$ cat config.mk
export PLATFORM = sky130hd
export DESIGN_NAME = aeps_ram
export DESIGN_NICKNAME = d
export VERILOG_FILES = /design/src/sv/aeps_ram.sv
export SDC_FILE = /design/constraint.sdc
export NUM_CORES = 1
export LEC_CHECK = 0
export ABC_AREA = 1
export BUFFER_PORTS_ARGS = -buffer_cell sky130_fd_sc_hd__buf_4
export CAP_MARGIN = 20
export CORE_MARGIN = 4
export CORE_UTILIZATION = 61
export CTS_BUF_LIST = sky130_fd_sc_hd__clkbuf_16
export DETAILED_ROUTE_END_ITERATION = 12
export PLACE_DENSITY = 0.76
export RECOVER_POWER = 50
export SLEW_MARGIN = 5
export SYNTH_ARGS = -nofsm -noshare
export SYNTH_HDL_FRONTEND = slang
export SYNTH_SLANG_ARGS = --single-unit
$ cat constraint.sdc
create_clock -name clk -period 1.4 [get_ports clk]
set_input_delay 0.28 -clock clk [delete_from_list [all_inputs] [get_ports clk]]
set_output_delay 0.28 -clock clk [all_outputs]
set_load 0.03 [all_outputs]
$ cat src/sv/aeps_ram.sv
// aeps_ram: generic single-write, single-read RAM with registered read data
// no dependencies
module aeps_ram #(
  parameter int WIDTH = 8,
  parameter int DEPTH = 16
) (
  input  logic                     clk,
  input  logic                     we,
  input  logic [$clog2(DEPTH)-1:0] waddr,
  input  logic [WIDTH-1:0]         wdata,
  input  logic                     re,
  input  logic [$clog2(DEPTH)-1:0] raddr,
  output logic [WIDTH-1:0]         rdata
);

  logic [WIDTH-1:0] mem_r [DEPTH];
  logic [WIDTH-1:0] rdata_r;

  // write port
  always_ff @(posedge clk) begin
    if (we) begin
      mem_r[waddr] <= wdata;
    end
  end

  // read port, data held until the next read
  always_ff @(posedge clk) begin
    if (re) begin
      rdata_r <= mem_r[raddr];
    end
  end

  assign rdata = rdata_r;

endmodule

==> results of run 1 <==
## worst max-delay path by stage
stage                         from      endpoint  cells past startpoint
final                     rdata[2]      rdata[2]                      1
after detailed placement  raddr[1]      rdata[0]                      6
after global placement    raddr[1]      rdata[0]                      6
after floorplan           waddr[2]  mem_r[10][0]                      2
after CTS                 rdata[2]      rdata[2]                      1
after global routing      rdata[2]      rdata[2]                      1
## through the flow
stage               setup slack (ns)  instances  hold slack, ns  setup TNS, ns
floorplan                      0.169        551           0.379              0
global placement             -0.0277        705           0.590        -0.0546
detailed placement           -0.0442        705           0.591         -0.156
CTS                            0.102        735           0.162              0
global route                  0.0888        735           0.290              0
finish                         0.123        735           0.279              0
## cells in the mapped netlist
master and n:
nand3b_1 2, buf_2 13, nor2_1 17, buf_1 1
nand2_1 173, edfxtp_1 136, inv_1 100, inv_2 2
buf_4 4, nand3_1 97, buf_6 6
## sequential cells by signal, indices dropped and copies added (netlist names)
register  cells
rdata         8
mem_r       128
## cell usage in the layout (no fill, tap or decap), types with 2 or more instances in the layout
| cell | n |
|---|---|
| inv_1 | 101 |
| nand3_1 | 97 |
| inv_2 | 2 |
| clkinvlp_4 | 4 |
| clkinv_2 | 2 |
| clkinv_4 | 2 |
| bufinv_16 | 2 |
| nand3b_1 | 2 |
| nand2_1 | 173 |
| buf_12 | 4 |
| clkbuf_16 | 17 |
| clkbuf_1 | 11 |
| buf_4 | 34 |
| nor2_1 | 17 |
| edfxtp_1 | 136 |
## final cells by class
cell class,instances,area share
Timing Repair Buffer,49,0.0556
Tap cell,129,0.0238
Clock inverter,13,0.0198
Sequential cell,136,0.603
Multi-Input combinational cell,289,0.179
Clock buffer,17,0.0628
Inverter,102,0.0565
## cells by family (layout without fill, tap and decap cells)
kind of cell	after synthesis	count (layout)	synth area share
buffers and inverters	126	181	0.0939
DFF	136	136	0.698
and+or+nand+nor	289	289	0.208
## routing by layer
metal | track usage | routed length, um | up-vias
met3 | 0.0468 | 1340 | 26
met4 | 0.0925 | 253 | 0
met2 | 0.401 | 6480 | 231
met5 | 0 | 0 | -
li1 | - | - | 1865
met1 | 0.349 | 5300 | 1902
## power by group
part	total (mW)	internal (mW)	leakage (nW)	switching, mW
combinational	0.626	0.186	1.41	0.440
sequential	4.62	4.59	1.24	0.0243
clock	4.18	2.58	0.266	1.59
==> impl_metrics.json, run 1 <==
{
  "run_status": "completed",
  "die_area_sq_mm": 0.0112,
  "min_period_over_period": 0.912,
  "cts_max_path_buffers": 2,
  "end_kind": "primary output",
  "p_per_area_mw_per_mm2": 1390,
  "die_w_um": 106,
  "r2r-start": "mem_r[3][7]",
  "slew_headroom": 0.379,
  "yosysSeqAreaShare": 0.698,
  "cts_resized": 0,
  "area_growth_pct": 15.9,
  "final_area_sq_mm": 0.00678,
  "clk_latency_ns": 0.41,
  "synthCells": 551,
  "ios": 27,
  "vias": 4024,
  "synth_nets": 570,
  "rows": 35,
  "fillers": 652,
  "track_usage": 0.251,
  "die_y_um": 106,
  "multi_input_area_sq_mm": 0.00121,
  "h-tree-depth": 4,
  "final_util": 0.730,
  "fin_nets": 614,
  "yosysUniqueCellTypes": 11,
  "yosysWarnings": 0,
  "wire_per_inst_um": 18.2,
  "slew_viol_final": 0,
  "worst_path_max_delay_cell": "edfxtp_1",
  "peakVddDrop_v": 0.000904,
  "final_hold_viol_count": 0,
  "cp-start-kind": "register",
  "clkTransAtPathRegs_ns": 0.06,
  "dpl_cell_area_sq_mm": 0.00626,
  "tritoncts": "yes",
  "cp_data_required_time_ns": 1.12,
  "crit_family": "flip-flops",
  "drive_gt1_frac": 0.112,
  "drc": 0,
  "r2r_cells": 6,
  "postCtsHoldBufs": 0,
  "insertedDiodeCount": 0,
  "power_leakage_nw": 2.92,
  "drtAntennaViolNets": 0,
  "ys_ff_latch": 136,
  "finalPower_mw": 9.42,
  "grt_max_degree": 46,
  "postCtsSetupBuffers": 0,
  "dpl.hpwl_mm": 7.78,
  "gp_congestion": 0.874,
  "port-buffer-count": 26,
  "synth_largest_area_cell": "edfxtp_1",
  "via_per_inst": 5.47,
  "wirelength_mm": 13.4,
  "grt_pass1_wl_mm": 20.8,
  "max_clock_freq_mhz": 783,
  "synth_area_sq_mm": 0.00585,
  "firstDrtPassIters": 5,
  "yosysTopAreaCellShare": 0.698,
  "rrSetupSlack_ns": 0.25,
  "holdPathEnd": "rdata[3]",
  "gr-total-overflow": 0,
  "avgSynthCellArea_sq_um": 10.6,
  "core_sq_mm": 0.00928,
  "cts_sinks": 136,
  "hold_class": "primary input to register",
  "regArea_sq_mm": 0.00408,
  "drt_iter0_markers": 566,
  "root_buffer": "clkbuf_16",
  "setup_violations": 0,
  "cp.buffers_inverters": 1,
  "crit_type": "register to primary output",
  "path_cells": "buf_4",
  "worstMarginPinSlew_ns": 0.931,
  "cts_made_buffers": 17,
  "cpPeakStageDelay_ns": 0.40,
  "initial_core_util": 0.630,
  "grt_pass1_vias": 3888,
  "maxCapViolCount": 0,
  "cp_data_arrival_time_ns": 1.00,
  "yosys-top-cells-area": "edfxtp_1 (70%), nand2_1 (11%), nand3_1 (8.3%)",
  "antenna_found_initial": 0,
  "clock_skew_ns": 0.0114,
  "min_period_ns": 1.28,
  "reg2reg_to": "rdata[7]",
  "cp_max_fo": 1,
  "worstHoldStart": "raddr[3]",
  "grt_setup_unrepaired": "false",
  "hold_depth": 3
}
No activity file was read; power rests on OpenSTA's default activity.
==> run 2: changes to the inputs <==
Settings changed: ABC_AREA 1 to unset, CORE_UTILIZATION 61 to 60, PLACE_DENSITY 0.76 to 0.75.
==> impl_metrics.json, run 2 <==
{
  "end_kind": "register",
  "crit_family": "multiplexers",
  "core_sq_mm": 0.00834,
  "die_y_um": 101,
  "cp.buffers_inverters": 0,
  "grt_setup_unrepaired": "true",
  "slew_viol_final": 0,
  "via_per_inst": 6.30,
  "largest_reg_flops": 128,
  "final_hold_viol_count": 0,
  "vias": 2572,
  "peakVddDrop_v": 0.00100,
  "die_w_um": 101,
  "synth_edf_count": 136,
  "max_clock_freq_mhz": 671,
  "cpPeakStageDelay_ns": 0.56,
  "synth_area_sq_mm": 0.00523,
  "fin_nets": 309,
  "run_status": "finished, violations left",
  "yosys-top-cells-area": "edfxtp_1 (78%), mux4_2 (7.8%), mux4_1 (7.0%)",
  "drc": 0,
  "netSwitchingPower_mw": 1.88,
  "ys_ff_latch": 136,
  "power_leakage_nw": 2.11,
  "crit_type": "register to register",
  "track_usage": 0.246,
  "postCtsSetupBuffers": 0,
  "min_period_over_period": 1.06,
  "setup_violations": 6,
  "synthCells": 229,
  "gr-total-overflow": 0,
  "cp_data_required_time_ns": 1.55,
  "port-buffer-count": 26,
  "fillers": 460,
  "cp-start-kind": "register",
  "finalPower_mw": 9.44,
  "gp_congestion": 0.790,
  "p_comb_frac": 0.058,
  "synth_commonest_cells": "edfxtp_1 (136), mux4_2 (18), a22oi_1 (16), mux4_1 (14), nor2_1 (13)",
  "postCtsHoldBufs": 0,
  "violations": "negative setup slack",
  "synth_nets": 248,
  "area_growth_pct": 21.2,
  "power_frac_clock": 0.452,
  "worst_path_max_delay_cell": "mux4_2",
  "swShare": 0.199,
  "h-tree-depth": 4,
  "final_cell_mix": "edfxtp_1 (136), buf_4 (34), mux4_2 (31)",
  "clkTransAtPathRegs_ns": 0.05,
  "dpl.hpwl_mm": 6.45,
  "grt_max_degree": 19,
  "final_util": 0.759,
  "min_period_ns": 1.49,
  "layout_commonest_cell": "edfxtp_1",
  "wire_per_inst_um": 27.1,
  "synth_most_common_cell": "edfxtp_1",
  "cts_max_path_buffers": 2,
  "fin_ws_ns": -0.0905,
  "synth_flop_cell": "edfxtp_1",
  "ios": 27,
  "drt_iter0_markers": 254,
  "drive_gt1_frac": 0.376,
  "drtAntennaViolNets": 0,
  "async_reset_ff_frac": 0,
  "p_per_area_mw_per_mm2": 1490,
  "die_area_sq_mm": 0.0103,
  "top_register": "mem_r",
  "antenna_found_initial": 0,
  "cts_sinks": 136,
  "cp_max_fo": 1,
  "worstMarginPinSlew_ns": 0.920,
  "internal_power_mw": 7.57,
  "yosysTopAreaCellShare": 0.781,
  "cp_data_arrival_time_ns": 1.64,
  "hold_class": "primary input to register",
  "root_buffer": "clkbuf_16",
  "yosysUniqueCellTypes": 18,
  "path_cells": "mux4_2 > a22oi_1 > nand2_1",
  "maxCapViolCount": 0,
  "firstDrtPassIters": 5,
  "grt_pass1_wl_mm": 17.1,
  "tritoncts": "yes",
  "clock_skew_ns": 0.00737,
  "cts_made_buffers": 17,
  "slew_headroom": 0.385,
  "synth_largest_area_cell": "edfxtp_1",
  "clk_latency_ns": 0.40,
  "avgSynthCellArea_sq_um": 22.8,
  "insertedDiodeCount": 0,
  "wirelength_mm": 11.1,
  "initial_core_util": 0.627,
  "rows": 33,
  "seqPwrFrac": 0.490,
  "yosysWarnings": 0,
  "yosysSeqAreaShare": 0.781,
  "grt_pass1_vias": 2702
}
[run 2: cell count changes after synthesis, sizes merged, moves of 4 or more]
cell | before | now
mux4 | 0 | 32
nor2 | 17 | 13
nand2 | 173 | 9
nand3 | 97 | 1
buf | 24 | 7
a22oi | 0 | 16
inv | 102 | 0
nor3 | 0 | 4
[run 2: path summary, 6_finish.rpt]
kind / from / to / slack, ns / depth (start not counted)
min reg2reg: mem_r[6][2] / rdata[2] / 0.77 / 3
max: mem_r[15][6] / rdata[6] / -0.09 / 3
max reg2reg: mem_r[15][6] / rdata[6] / -0.09 / 3
min: waddr[1] / mem_r[0][0] / 0.37 / 3
[run 2: cell families (layout without fill, tap and decap cells)]
logic type             Yosys count  count (layout)  share of synthesized area
muxes                           32              32                      0.148
DFF                            136             136                      0.781
and+or+nand+nor                 35              35                     0.0314
AOI/OAI and AO/OA               16              16                     0.0230
buffers and inverters           10              84                     0.0165
[run 2: final cells by class]
cell class	count	area, sq um	share of cell area
clock buffer	17	425	0.0672
tap	105	131	0.0207
multi-input combinational	83	1080	0.170
timing repair buffer	52	469	0.0741
sequential	136	4080	0.645
clock inverter	15	144	0.0227
[run 2: through the flow]
stage	TNS (ns)	area (sq um)	hold WS [ns]	worst slack [ns]	cells
after global routing	-0.522	6330	0.362	-0.0906	408
final	-0.216	6330	0.366	-0.0905	408
after floorplan	-0.677	5260	0.379	-0.0990	229
after CTS	-0.304	6360	0.180	-0.0822	408
after global placement	-4.11	5770	0.599	-0.395	376
after detailed placement	-4.73	5770	0.603	-0.414	376
[run 2: tightest hold or removal path: stages]
cell and delay (ns):
buf_4 0.13, nor3_4 0.05, buf_12 0.14
[run 2: metal layers]
| metal | up-vias | track usage | share of wire |
|---|---|---|---|
| met1 | 1330 | 0.352 | 0.40 |
| li1 | 1096 | - | - |
| met2 | 137 | 0.379 | 0.50 |
| met4 | 0 | 0.0706 | 0.014 |
| met3 | 9 | 0.0689 | 0.081 |
| met5 | - | 0 | 0 |
[run 2: power by group through the flow]
stage	Sequential (mW)	Clock, mW	Combinational (mW)
finish	4.62	4.27	0.549
global route	4.63	4.55	0.587
CTS	4.62	4.34	0.563
detailed placement	4.70	0	0.538
global placement	4.70	0	0.528
floorplan	4.73	0	0.254
[run 2: what timing repair did]
action                                  in CTS  in global routing
gates resized for setup                      8                  3
pin swaps                                    1                  2
cloned                                       0                  0
endpoints found under the setup margin       7                  8
